==> src/hw/rtl/asg_pkg.sv <==
// Shared types, codes and limits of the assembler statement grouper.
// Used by asg_step and asm_statement_grouper_unit; no dependencies.
package asg_pkg;

  localparam int MaxOperands      = 8;
  localparam int MaxOperandTokens = 16;
  localparam int MaxLabels        = 4;
  localparam int DepthLimit       = 255;
  localparam int MaxRes           = 3;

  localparam int TypeW   = 5;
  localparam int TagW    = 16;
  localparam int LineW   = 16;
  localparam int DigitW  = 4;
  localparam int RoleW   = 4;
  localparam int OpIdxW  = 3;
  localparam int TokIdxW = 4;
  localparam int KindW   = 3;
  localparam int LabCntW = 3;
  localparam int PhaseW  = 3;
  localparam int LabCntMax = 7;

  localparam int OpcW    = $clog2(MaxOperands + 1);
  localparam int TioW    = $clog2(MaxOperandTokens + 1);
  localparam int LabW    = $clog2(MaxLabels + 1);
  localparam int DepW    = $clog2(DepthLimit + 1);
  localparam int ResCntW = $clog2(MaxRes + 1);
  localparam int ResIdxW = $clog2(MaxRes);

  localparam logic [TypeW-1:0] TkEof      = 5'd0;
  localparam logic [TypeW-1:0] TkNewline  = 5'd1;
  localparam logic [TypeW-1:0] TkSemi     = 5'd2;
  localparam logic [TypeW-1:0] TkComma    = 5'd3;
  localparam logic [TypeW-1:0] TkLparen   = 5'd4;
  localparam logic [TypeW-1:0] TkRparen   = 5'd5;
  localparam logic [TypeW-1:0] TkIdent    = 5'd6;
  localparam logic [TypeW-1:0] TkColon    = 5'd7;
  localparam logic [TypeW-1:0] TkLocalDef = 5'd8;
  localparam logic [TypeW-1:0] TkDotIdent = 5'd9;
  localparam logic [TypeW-1:0] TkDot      = 5'd10;
  localparam logic [TypeW-1:0] TkEquals   = 5'd11;
  localparam logic [TypeW-1:0] TkNumber   = 5'd12;
  localparam logic [TypeW-1:0] TkStar     = 5'd13;
  localparam logic [TypeW-1:0] TkHash     = 5'd14;
  localparam logic [TypeW-1:0] TkSlash    = 5'd15;
  localparam logic [TypeW-1:0] TkMinus    = 5'd16;
  localparam logic [TypeW-1:0] TkPlus     = 5'd17;
  localparam logic [TypeW-1:0] TkLocalRef = 5'd18;
  localparam logic [TypeW-1:0] TkOther    = 5'd19;

  localparam logic [RoleW-1:0] RoleSkipSep   = 4'd0;
  localparam logic [RoleW-1:0] RoleLabel     = 4'd1;
  localparam logic [RoleW-1:0] RoleColon     = 4'd2;
  localparam logic [RoleW-1:0] RoleLocalDef  = 4'd3;
  localparam logic [RoleW-1:0] RoleDirective = 4'd4;
  localparam logic [RoleW-1:0] RoleMnemonic  = 4'd5;
  localparam logic [RoleW-1:0] RoleAssignTgt = 4'd6;
  localparam logic [RoleW-1:0] RoleEquals    = 4'd7;
  localparam logic [RoleW-1:0] RoleOperand   = 4'd8;
  localparam logic [RoleW-1:0] RoleComma     = 4'd9;
  localparam logic [RoleW-1:0] RoleErrSkip   = 4'd10;
  localparam logic [RoleW-1:0] RoleStmtEnd   = 4'd11;
  localparam logic [RoleW-1:0] RoleEndInput  = 4'd12;

  localparam logic [KindW-1:0] KindEmpty  = 3'd0;
  localparam logic [KindW-1:0] KindLabel  = 3'd1;
  localparam logic [KindW-1:0] KindDir    = 3'd2;
  localparam logic [KindW-1:0] KindAssign = 3'd3;
  localparam logic [KindW-1:0] KindInstr  = 3'd4;
  localparam logic [KindW-1:0] KindData   = 3'd5;

  localparam logic [PhaseW-1:0] PhStart  = 3'd0;
  localparam logic [PhaseW-1:0] PhLabels = 3'd1;
  localparam logic [PhaseW-1:0] PhList   = 3'd2;
  localparam logic [PhaseW-1:0] PhSingle = 3'd3;
  localparam logic [PhaseW-1:0] PhSkip   = 3'd4;

  typedef struct packed {
    logic [TypeW-1:0]  token_type;
    logic [TagW-1:0]   token_tag;
    logic [LineW-1:0]  token_line;
    logic [DigitW-1:0] token_digit;
  } token_t;

  typedef struct packed {
    logic [TagW-1:0]    tag_out;
    logic [RoleW-1:0]   role;
    logic [OpIdxW-1:0]  operand_index;
    logic [TokIdxW-1:0] token_index;
    logic               dropped;
    logic [KindW-1:0]   stmt_kind;
    logic [LineW-1:0]   stmt_line;
    logic [LabCntW-1:0] label_count;
    logic [DigitW-1:0]  local_digit_out;
    logic               has_local_def;
    logic               bad_start;
    logic               last;
  } result_t;

  typedef struct packed {
    logic [PhaseW-1:0] phase;
    logic              held_vld;
    logic              held_dot;
    logic [TagW-1:0]   held_tag;
    logic [DepW-1:0]   depth;
    logic [OpcW-1:0]   opc;
    logic [TioW-1:0]   tio;
    logic [LabW-1:0]   labels;
    logic [KindW-1:0]  kind;
    logic [LineW-1:0]  line;
    logic              local_vld;
    logic [DigitW-1:0] lbl_digit;
  } asg_state_t;

  localparam asg_state_t RstState = '{phase: PhStart, default: '0};

endpackage

==> src/hw/rtl/asg_step.sv <==
// Next-state and result logic of the statement grouper for one token.
// Depends on asg_pkg.
module asg_step import asg_pkg::*; (
  input  asg_state_t                st_i,
  input  token_t                    tok_i,
  output asg_state_t                st_o,
  output result_t [MaxRes-1:0]      res_o,
  output logic    [ResCntW-1:0]     cnt_o
);

  function automatic result_t mk(logic [TagW-1:0] tag, logic [RoleW-1:0] role,
                                 logic [OpIdxW-1:0] opi, logic [TokIdxW-1:0] toki,
                                 logic drop);
    result_t r;
    r = '0;
    r.tag_out       = tag;
    r.role          = role;
    r.operand_index = opi;
    r.token_index   = toki;
    r.dropped       = drop;
    return r;
  endfunction

  function automatic result_t op_res(asg_state_t s, logic [TagW-1:0] tag);
    result_t r;
    if (s.opc >= OpcW'(MaxOperands) || s.tio >= TioW'(MaxOperandTokens)) begin
      r = mk(tag, RoleOperand, '0, '0, 1'b1);
    end else begin
      r = mk(tag, RoleOperand, OpIdxW'(s.opc), TokIdxW'(s.tio), 1'b0);
    end
    return r;
  endfunction

  function automatic asg_state_t op_next(asg_state_t s, logic [TypeW-1:0] ty);
    asg_state_t n;
    n = s;
    if (ty == TkLparen && s.depth < DepW'(DepthLimit)) n.depth = s.depth + 1'b1;
    if (ty == TkRparen && s.depth != '0) n.depth = s.depth - 1'b1;
    if (s.tio < TioW'(MaxOperandTokens)) n.tio = s.tio + 1'b1;
    return n;
  endfunction

  function automatic result_t end_res(asg_state_t s, logic [TagW-1:0] tag);
    result_t r;
    r = mk(tag, RoleStmtEnd, '0, '0, 1'b0);
    r.stmt_kind       = s.kind;
    r.stmt_line       = s.line;
    r.label_count     = (s.labels > LabW'(LabCntMax)) ? LabCntW'(LabCntMax)
                                                      : LabCntW'(s.labels);
    r.local_digit_out = s.lbl_digit;
    r.has_local_def   = s.local_vld;
    r.bad_start       = (s.phase == PhSkip);
    return r;
  endfunction

  always_comb begin
    asg_state_t          s;
    logic [ResCntW-1:0]  n;
    logic [TypeW-1:0]    ty;
    logic                colon_lbl;
    logic                assign_tgt;
    s     = st_i;
    n     = '0;
    res_o = '0;
    ty    = (tok_i.token_type > TkOther) ? TkOther : tok_i.token_type;
    colon_lbl  = s.held_vld && !s.held_dot && ty == TkColon;
    assign_tgt = s.held_vld && ty == TkEquals;

    // resolve a held identifier or dot that is not a label or assignment target
    if (s.held_vld && !colon_lbl && !assign_tgt) begin
      s.held_vld = 1'b0;
      if (s.held_dot) begin
        s.kind  = KindData;
        s.phase = PhSingle;
        res_o[n[ResIdxW-1:0]] = op_res(s, s.held_tag);
        n = n + 1'b1;
        s = op_next(s, TkDot);
      end else begin
        s.kind  = KindInstr;
        s.phase = PhList;
        res_o[n[ResIdxW-1:0]] = mk(s.held_tag, RoleMnemonic, '0, '0, 1'b0);
        n = n + 1'b1;
      end
    end

    if (ty <= TkSemi) begin
      if (s.phase != PhStart) begin
        if (s.phase == PhLabels) s.kind = (s.labels != '0) ? KindLabel : KindEmpty;
        res_o[n[ResIdxW-1:0]] = end_res(s, tok_i.token_tag);
        n = n + 1'b1;
        s = RstState;
      end
      res_o[n[ResIdxW-1:0]] = mk(tok_i.token_tag, (ty == TkEof) ? RoleEndInput : RoleSkipSep,
                                 '0, '0, 1'b0);
      n = n + 1'b1;
      s.phase = PhStart;
    end else if (colon_lbl) begin
      s.held_vld = 1'b0;
      if (s.labels < LabW'(MaxLabels)) begin
        s.labels = s.labels + 1'b1;
        res_o[n[ResIdxW-1:0]] = mk(s.held_tag, RoleLabel, '0, '0, 1'b0);
      end else begin
        res_o[n[ResIdxW-1:0]] = mk(s.held_tag, RoleLabel, '0, '0, 1'b1);
      end
      n = n + 1'b1;
      res_o[n[ResIdxW-1:0]] = mk(tok_i.token_tag, RoleColon, '0, '0, 1'b0);
      n = n + 1'b1;
    end else if (assign_tgt) begin
      s.held_vld = 1'b0;
      s.kind     = KindAssign;
      s.phase    = PhSingle;
      res_o[n[ResIdxW-1:0]] = mk(s.held_tag, RoleAssignTgt, '0, '0, 1'b0);
      n = n + 1'b1;
      res_o[n[ResIdxW-1:0]] = mk(tok_i.token_tag, RoleEquals, '0, '0, 1'b0);
      n = n + 1'b1;
    end else begin
      // close a single-operand statement at a top-level comma
      if (s.phase == PhSingle && ty == TkComma && s.depth == '0) begin
        res_o[n[ResIdxW-1:0]] = end_res(s, tok_i.token_tag);
        n = n + 1'b1;
        s = RstState;
      end
      case (s.phase)
        PhStart, PhLabels: begin
          if (s.phase == PhStart) begin
            s.line  = tok_i.token_line;
            s.phase = PhLabels;
          end
          if (ty == TkLocalDef) begin
            if (s.labels < LabW'(MaxLabels)) begin
              s.labels = s.labels + 1'b1;
              res_o[n[ResIdxW-1:0]] = mk(tok_i.token_tag, RoleLocalDef, '0, '0, 1'b0);
            end else begin
              res_o[n[ResIdxW-1:0]] = mk(tok_i.token_tag, RoleLocalDef, '0, '0, 1'b1);
            end
            n = n + 1'b1;
            s.local_vld = 1'b1;
            s.lbl_digit = tok_i.token_digit;
          end else if (ty == TkIdent || ty == TkDot) begin
            s.held_vld = 1'b1;
            s.held_dot = (ty == TkDot);
            s.held_tag = tok_i.token_tag;
          end else if (ty == TkDotIdent) begin
            s.kind  = KindDir;
            s.phase = PhList;
            res_o[n[ResIdxW-1:0]] = mk(tok_i.token_tag, RoleDirective, '0, '0, 1'b0);
            n = n + 1'b1;
          end else if (ty inside {TkNumber, TkDot, TkStar, TkHash, TkSlash, TkMinus,
                                  TkPlus, TkLocalRef, TkLparen}) begin
            s.kind  = KindData;
            s.phase = PhSingle;
            res_o[n[ResIdxW-1:0]] = op_res(s, tok_i.token_tag);
            n = n + 1'b1;
            s = op_next(s, ty);
          end else begin
            s.kind  = KindEmpty;
            s.phase = PhSkip;
            res_o[n[ResIdxW-1:0]] = mk(tok_i.token_tag, RoleErrSkip, '0, '0, 1'b0);
            n = n + 1'b1;
          end
        end
        PhList: begin
          if (ty == TkComma && s.depth == '0) begin
            if (s.opc >= OpcW'(MaxOperands)) begin
              res_o[n[ResIdxW-1:0]] = mk(tok_i.token_tag, RoleComma, '0, '0, 1'b1);
            end else begin
              res_o[n[ResIdxW-1:0]] = mk(tok_i.token_tag, RoleComma, OpIdxW'(s.opc),
                                         '0, 1'b0);
              s.opc = s.opc + 1'b1;
            end
            n = n + 1'b1;
            s.tio   = '0;
            s.depth = '0;
          end else begin
            res_o[n[ResIdxW-1:0]] = op_res(s, tok_i.token_tag);
            n = n + 1'b1;
            s = op_next(s, ty);
          end
        end
        PhSingle: begin
          res_o[n[ResIdxW-1:0]] = op_res(s, tok_i.token_tag);
          n = n + 1'b1;
          s = op_next(s, ty);
        end
        default: begin
          res_o[n[ResIdxW-1:0]] = mk(tok_i.token_tag, RoleErrSkip, '0, '0, 1'b0);
          n = n + 1'b1;
        end
      endcase
    end

    if (n != '0) res_o[ResIdxW'(n - 1'b1)].last = 1'b1;
    st_o  = s;
    cnt_o = n;
  end

endmodule

==> src/hw/rtl/asm_statement_grouper_unit.sv <==
// Top level of the assembler statement grouper: token register, state, result group.
// Depends on asg_pkg and asg_step.
//
//   port group   dir  handshake                 payload
//   in_*         in   in_valid_i / in_stall_o   token_t  in_req_i
//   out_*        out  out_valid_o / out_stall_i result_t out_req_o
//
// A token is registered on accept and, once the result group is free, resolved
// into a group of zero to three results, shown one result per cycle unless the
// output stalls. Tokens with one result each flow at one per cycle without output
// stalls; a token with more results holds the result group until its last is taken.
// Reset clears the statement state and empties both registers.
// An output stall holds the shown result and, once the token register is full, stalls input.
module asm_statement_grouper_unit import asg_pkg::*; (
  input  logic    clk_i,
  input  logic    rst_ni,
  input  logic    in_valid_i,
  output logic    in_stall_o,
  input  token_t  in_req_i,
  output logic    out_valid_o,
  input  logic    out_stall_i,
  output result_t out_req_o
);

  logic                        tok_vld_q, tok_vld_d;
  token_t                      tok_q;
  asg_state_t                  st_q, st_d;
  result_t [MaxRes-1:0]        res_q, res_d;
  logic    [ResCntW-1:0]       cnt_q, cnt_d, cnt_n;
  logic    [ResIdxW-1:0]       rd_q, rd_d;
  logic                        in_acc, pop, rd_last, grp_free, advance;

  asg_step u_step (
    .st_i  (st_q),
    .tok_i (tok_q),
    .st_o  (st_d),
    .res_o (res_d),
    .cnt_o (cnt_n)
  );

  assign out_valid_o = (cnt_q != '0);
  assign out_req_o   = res_q[rd_q];
  assign pop         = out_valid_o && !out_stall_i;
  assign rd_last     = (ResCntW'(rd_q) == cnt_q - 1'b1);
  assign grp_free    = !out_valid_o || (pop && rd_last);
  assign advance     = tok_vld_q && grp_free;
  assign in_stall_o  = tok_vld_q && !advance;
  assign in_acc      = in_valid_i && !in_stall_o;
  assign tok_vld_d   = in_acc || (tok_vld_q && !advance);

  always_comb begin
    cnt_d = cnt_q;
    rd_d  = rd_q;
    if (advance) begin
      cnt_d = cnt_n;
      rd_d  = '0;
    end else if (pop && rd_last) begin
      cnt_d = '0;
      rd_d  = '0;
    end else if (pop) begin
      rd_d = rd_q + 1'b1;
    end
  end

  always_ff @(posedge clk_i or negedge rst_ni) begin
    if (!rst_ni) begin
      tok_vld_q <= 1'b0;
      st_q      <= RstState;
      cnt_q     <= '0;
      rd_q      <= '0;
    end else begin
      tok_vld_q <= tok_vld_d;
      if (advance) st_q <= st_d;
      cnt_q <= cnt_d;
      rd_q  <= rd_d;
    end
  end

  always_ff @(posedge clk_i) begin
    if (in_acc) tok_q <= in_req_i;
    if (advance) res_q <= res_d;
  end

  a_rd_in_group: assert property (@(posedge clk_i) disable iff (!rst_ni)
    out_valid_o |-> (ResCntW'(rd_q) < cnt_q))
    else $error("result read pointer beyond group");

  a_last_marks_end: assert property (@(posedge clk_i) disable iff (!rst_ni)
    out_valid_o |-> (out_req_o.last == rd_last))
    else $error("last flag does not match end of result group");

  a_stall_needs_token: assert property (@(posedge clk_i) disable iff (!rst_ni)
    in_stall_o |-> (tok_vld_q && out_valid_o))
    else $error("input stalled with free token register or empty group");

endmodule
==> config.mk <==
export PLATFORM = sky130hd
export DESIGN_NAME = asm_statement_grouper_unit
export DESIGN_NICKNAME = d
export VERILOG_FILES = /design/src/hw/rtl/asg_pkg.sv /design/src/hw/rtl/asg_step.sv /design/src/hw/rtl/asm_statement_grouper_unit.sv
export SDC_FILE = /design/constraint.sdc
export NUM_CORES = 1
export LEC_CHECK = 0
export ABC_AREA = 1
export BUFFER_PORTS_ARGS = -buffer_cell sky130_fd_sc_hd__buf_2
export CAP_MARGIN = 5
export CORE_ASPECT_RATIO = 2
export CORE_MARGIN = 3
export CORE_UTILIZATION = 55
export CTS_BUF_LIST = sky130_fd_sc_hd__clkbuf_4
export DETAILED_ROUTE_END_ITERATION = 7
export PLACE_DENSITY_LB_ADDON = 0.2
export SYNTH_ARGS = -nofsm -noshare
export SYNTH_HDL_FRONTEND = slang
export SYNTH_SLANG_ARGS = --single-unit
export TNS_END_PERCENT = 20
==> constraint.sdc <==
create_clock -name clk_i -period 6.45 [get_ports clk_i]
set_clock_uncertainty 0.1 [all_clocks]
set_input_delay 0 -clock clk_i [delete_from_list [all_inputs] [get_ports clk_i]]
set_output_delay 0 -clock clk_i [all_outputs]
set_load 0.02 [all_outputs]
==> reports/results.ini, run 1 <==
[logic_synthesis]
synth_edf_count=184
seq_area_frac_synth=0.532
synth_cell_types=57
synthMuxAreaShare=0
synth-compound-area-share=0.183
synth-simple-area-share=0.191
async_flop_share=0.276
synthCells=1517
netlist_area_mm2=0.0137
yosysWarnings=0
ys.flop_type=edfxtp_1
synth-xor-area-share=0.00512
synth_top_family_by_area=simple AND/OR/NAND/NOR gates
syn_avg_cell_area_um2=9.02
synthAdderAreaFrac=0.0165
synth_seq_cells=254

[routing]
vias=12100
routed_via_density=5.79
dr.pass1.iters=5
drt-total-wl_um=40900
drc_errors=0
wl_per_cell_um=19.5
drtIter0Drc=891
ant_nets=0

[sta]
setup_violations=0
tns_ns=0
finalHoldViolations=0
finalCriticalPeriod_ns=4.80
maxSlewHeadroom=0.266
fin_ws_ns=1.65
finalMaxSlewViolations=0
worst_slew_pin_slew_ns=1.10
fmax_ghz=0.208
rsz0062_at_grt=no
finalCritPeriodShare=0.744

[layout]
fin_cells=2095
drive_above_1_share=0.177
final_nets=1776
area_growth_pct=17.9
nFillCells=1967

[setup_path]
required_ns=6.87
path_class=register to register
r2r_end=res_q[23]
r2r-start=tok_q[40]
ff2ff_path_depth=17
crit_fanout=57
worstSetupStartpoint=tok_q[40]
worst-r2r-setup-slack_ns=1.65
worstSetupStartpointType=register
end_kind=register
arrival_ns=5.22

[hold_path]
hp-class=input port to register
holdPathEnd=tok_q[9]
min_from=in_req_i[9]
worstHoldPathCells=3

[grt]
first_global_vias=12400
grt_max_degree=82
grt_overflow=0
grt_pass1_wl_um=64700
grt_antenna_before_repair=1
grt_use_total=0.303

[power_and_ir_drop]
peakVddDrop_mv=0.320
power.total_mw=8.13
powerDensity_mw_per_mm2=504
power_leakage_nw=6.77

[cts]
cts_buffers=57
htree_levels=2
post_cts_resized=0
clock_path_buffers=3
cts_sinks=254
cts-root-buf=clkbuf_4
clkTransAtPathRegs_ns=0.07
clock_latency_ns=0.74
cts_tree=built

[place]
gp_congestion=0.982
numPortBuffers=103
dp_cells=1896
detailedPlace.worstSlack_ns=1.76
dp_hpwl_um=27400

[floorplan]
die_h_um=229
die_x_um=118
core_area_mm2=0.0244
io_pins=104
dieArea_mm2=0.0269
rows=81
start_util=0.560

[run_status]
run_status=complete, no violations

[job]
drv_cap=0

==> cells in the final DEF (no fill, tap or decap), drive strengths merged, types with 61 or more instances in the layout <==
| cell type | count |
|---|---|
| nand3 | 90 |
| clkbuf | 82 |
| buf | 120 |
| nor2 | 216 |
| o21ai | 238 |
| dfrtp | 70 |
| edfxtp | 184 |
| nand2 | 211 |
| dlygate4sd3 | 90 |
| inv | 175 |
| o22ai | 61 |
==> through the flow <==
| stage | instance area, um2 | utilization | hold WS (ns) |
|---|---|---|---|
| after floorplan | 13700 | - | -0.396 |
| after global placement | 14400 | 0.591 | -0.169 |
| after detailed placement | 14400 | 0.591 | -0.164 |
| after CTS | 16100 | 0.660 | 0.338 |
| after global routing | 16100 | 0.660 | 0.379 |
| final | 16100 | 0.660 | 0.393 |
==> synth_stat cells (11+ instances only) <==
library cell	n	area [um2]
nor3_1	32	160
inv_1	156	586
o211ai_1	16	120
clkbuf_1	56	210
dfrtp_1	70	1750
o21ai_0	190	951
nand2_2	12	75.1
nand2_1	191	717
nor2_1	202	758
o21ai_1	41	205
edfxtp_1	184	5530
o22ai_1	52	325
nand3_1	87	435
nor3_2	11	110
a21oi_1	51	255
inv_2	16	60.1
ha_1	18	225
==> cell type report <==
class | count | area, um2 | area share
Timing Repair Buffer | 210 | 1560 | 0.0967
Antenna cell | 2 | 5.00 | 0.000310
Multi-Input combinational cell | 1015 | 5430 | 0.337
Inverter | 175 | 664 | 0.0412
Clock buffer | 82 | 616 | 0.0382
Clock inverter | 25 | 161 | 0.0100
Sequential cell | 254 | 7280 | 0.451
Tap cell | 332 | 415 | 0.0258
==> state kept, by name, summed over array words and instances, names as in the netlist <==
register	count
tok_q	41
rd_q	2
cnt_q	2
st_q	65
res_q	143
tok_vld_q	1
==> power breakdown <==
group          internal [mW]  total, mW  leakage, nW  switching, mW
logic                   1.06       3.92         3.61           2.86
clock network          0.672       1.32        0.455          0.650
registers               2.62       2.88         2.71          0.262
total                   4.35       8.13         6.77           3.77
==> metal layers <==
metal  global-route usage  up-vias  wire length [um]
met5                    0        -                 0
met4                0.211        0              3090
met3               0.0509      203              2220
met2                0.560      522             21900
met1                0.306     5684             13700
li1                     -     5711                 -
==> repair_timing <==
action / CTS / global route
hold buffers: 90 / 0
hold endpoints to repair: 117 / 0
buffers inserted: 0 / 0
==> critical path: stages (launching register included) <==
cell,delay [ns]
edfxtp_1,0.47
nor3_2,0.42
nand2_4,0.18
nand3_4,0.13
buf_4,0.54
nand2_2,0.13
nand2_4,0.13
nand2_4,0.08
nor2_4,0.43
inv_2,0.15
ha_1,0.36
inv_1,0.39
nor2_1,0.15
inv_1,0.23
nand2_2,0.12
nand2_1,0.12
inv_2,0.21
nor3_1,0.24
==> worst max path at each step <==
stage / to / slack, ns / cells after the start
4_1_cts: res_q[23] / 1.77 / 17
6_report: res_q[23] / 1.65 / 17
3_3_place_gp: res_q[4] / 1.98 / 17
3_5_place_dp: res_q[21] / 1.76 / 17
5_1_grt: res_q[23] / 1.32 / 17
2_1_floorplan: st_q[63] / 0.42 / 9
==> cells by family after synthesis <==
group,count (synthesis)
adders and majority gates,18
xor gates and xnor gates,8
AOI/OAI and AO/OA,415
and+or+nand+nor,572
DFF,254
buffers and inverters,249
other,1
(Power assumes the default switching activity.)
==> inputs of run 2 (changes only) <==
- ABC_AREA: 1 -> 0
- clock period: 6.45 -> 3.98 ns (I/O delays scaled with it)
==> run 2 against run 1 <==
  * Clock power grew 47%
  * Cell count shrank 15%
  * Synthesized cell count shrank 21%
  * Core utilization grew 1.6 points
  * Die area shrank 3.9%
  * Register-to-register slack lost 1.2 ns
  * Hold slack lost 0.28 ns
  * Critical endpoint is now res_q[20]
==> reports/results.ini, run 2 <==
[layout]
layout_common_cells=edfxtp_1, nand2_1, nor2_1, buf_2, and2_1
final_nets=1507
area_growth_pct=20.3
largest_reg_flops=143
final_common_cell=edfxtp_1
reg_top3=res_q (143), st_q (65), tok_q (41)
top_register=res_q
final_area_mm2=0.0158
fin_cells=1773
drive_above_1_share=0.197

[routing]
drt-total-wl_um=41300
routed_via_density=6.14
vias=10900
drtIter0Drc=920
dr.pass1.iters=7
drc_errors=0
ant_nets=0
wl_per_cell_um=23.3

[floorplan]
die_h_um=224
core_area_mm2=0.0233
die_x_um=115
io_pins=104
rows=79
dieArea_mm2=0.0259
start_util=0.563

[grt]
grt_max_degree=94
grt_use_total=0.323
grt_overflow=0
grt_pass1_wl_um=63100
first_global_vias=11200
grt_antenna_before_repair=1

[logic_synthesis]
async_flop_share=0.276
yosysWarnings=0
synth-simple-area-share=0.168
synth_top_cells_by_count=edfxtp_1, nand2_1, nor2_1, and2_1, o21ai_0
synth_seq_cells=254
synth-compound-area-share=0.169
seq_area_frac_synth=0.554
synthMuxAreaShare=0.0490
ys.flop_type=edfxtp_1
synth_edf_count=184
synth_top_family_by_area=compound AO/OA/AOI/OAI gates
netlist_area_mm2=0.0131
synth.area.top_cells=edfxtp_1, dfrtp_1, mux2i_1
synthCells=1203
synth_cell_types=88
synthAdderAreaFrac=0.0172
synth_top_cell_by_area=edfxtp_1
syn_avg_cell_area_um2=10.9
synth.most_common_cell=edfxtp_1
synth-xor-area-share=0.00667
synth_top_area_share=0.421

[hold_path]
holdPathEnd=rd_q[1]
min_from=out_stall_i
worstHoldPathCells=4
hp-class=input port to register

[setup_path]
r2r-start=tok_q[36]
worst-r2r-setup-slack_ns=0.44
crit_fanout=24
ff2ff_path_depth=10
critPathBufInv=2
crit_chain=nand3b_1 -> and2_1 -> or3_4 -> clkinv_4 -> ha_1 -> nor2_1 -> nand2_1 -> a21oi_1 -> buf_4 -> and2_1
arrival_ns=3.97
worstSetupStartpointType=register
slowest_delay_ns=0.59
path_class=register to register
cpMostUsedCell=and2_1
cp_top_family=simple AND/OR/NAND/NOR gates
end_kind=register
crit_slowest_cell=edfxtp_1
r2r_end=res_q[20]
required_ns=4.42

[sta]
setup_violations=0
rsz0062_at_grt=no
finalCriticalPeriod_ns=3.54
tns_ns=0
fin_ws_ns=0.441
whs_ns=0.112
finalMaxSlewViolations=0
worst_slew_pin_slew_ns=0.936
finalHoldViolations=0
maxSlewHeadroom=0.376
fmax_ghz=0.283
finalCritPeriodShare=0.889

[cts]
clock_path_buffers=3
htree_levels=2
clkTransAtPathRegs_ns=0.08
cts_tree=built
cts_sinks=254
cts_setup_buffers=0
cts-root-buf=clkbuf_4
cts_buffers=54
clock_latency_ns=0.73

[place]
place_area_mm2=0.0142
dp_hpwl_um=27800
dp_cells=1582
numPortBuffers=103
detailedPlace.worstSlack_ns=0.311
gp_congestion=1.10

[power_and_ir_drop]
power_leakage_nw=6.33
peakVddDrop_mv=0.538
powerDensity_mw_per_mm2=800

[job]
drv_cap=0

[run_status]
run_status=complete, no violations

[run 2: cell types whose count changed after synthesis, sizes merged, moves of 62 or more]
| cell | delta |
|---|---|
| nand2 | -77 |
| inv | -150 |
| mux2i | +62 |
| nand3 | -69 |
| and2 | +91 |
| o21ai | -134 |
| nor2 | -110 |
[run 2: cell families after synthesis]
logic type	after synthesis
simple gates	436
buf+inv	101
mux	64
xor+xnor	10
other cells	1
compound gates	319
fa+ha+maj	18
flops	254
[run 2: worst max-delay path by stage]
stage,cells past startpoint,to,from
2_1_floorplan,14,res_q[97],st_q[39]
3_3_place_gp,10,res_q[20],st_q[61]
3_5_place_dp,10,res_q[19],tok_q[36]
4_1_cts,10,res_q[19],tok_q[36]
5_1_grt,10,st_q[34],cnt_q[0]
6_report,10,res_q[20],tok_q[36]
[run 2: worst register-to-register path, stage by stage, from the launching register on]
cell and delay, ns:
edfxtp_1 0.59, nand3b_1 0.30, and2_1 0.42, or3_4 0.33, clkinv_4 0.13, ha_1 0.26
nor2_1 0.51, nand2_1 0.11, a21oi_1 0.16, buf_4 0.27, and2_1 0.19
[run 2: what timing repair did]
action                     4_1_cts  5_1_grt
gates resized for setup          0        1
hold endpoints to repair       135        0
hold buffers                    89        0
setup endpoints to repair        0       23
[run 2: metal layers]
layer,GRT usage,vias up,part of all wire
met2,0.574,500,0.52
met4,0.223,0,0.080
met1,0.338,5214,0.34
met5,0,-,0
li1,-,4969,-
met3,0.0557,197,0.058
[run 2: area by class of cell]
class	count	area [um2]
fill	1750	7540
sequential	254	7280
multi-input combinational	849	5400
timing repair buffer	261	1970
clock buffer	72	541
tap	283	354
clock inverter	29	141
inverter	24	100
antenna	1	2.50
[run 2: power by group]
part | internal (mW) | switching (mW)
registers | 4.23 | 0.502
clock network | 0.918 | 1.02
logic | 1.94 | 4.02
[run 2: stage by stage]
stage,power (mW),utilization
global route,13.4,0.677
CTS,12.6,0.676
floorplan,8.37,-
finish,12.6,0.677
global placement,10.5,0.608
detailed placement,10.6,0.608
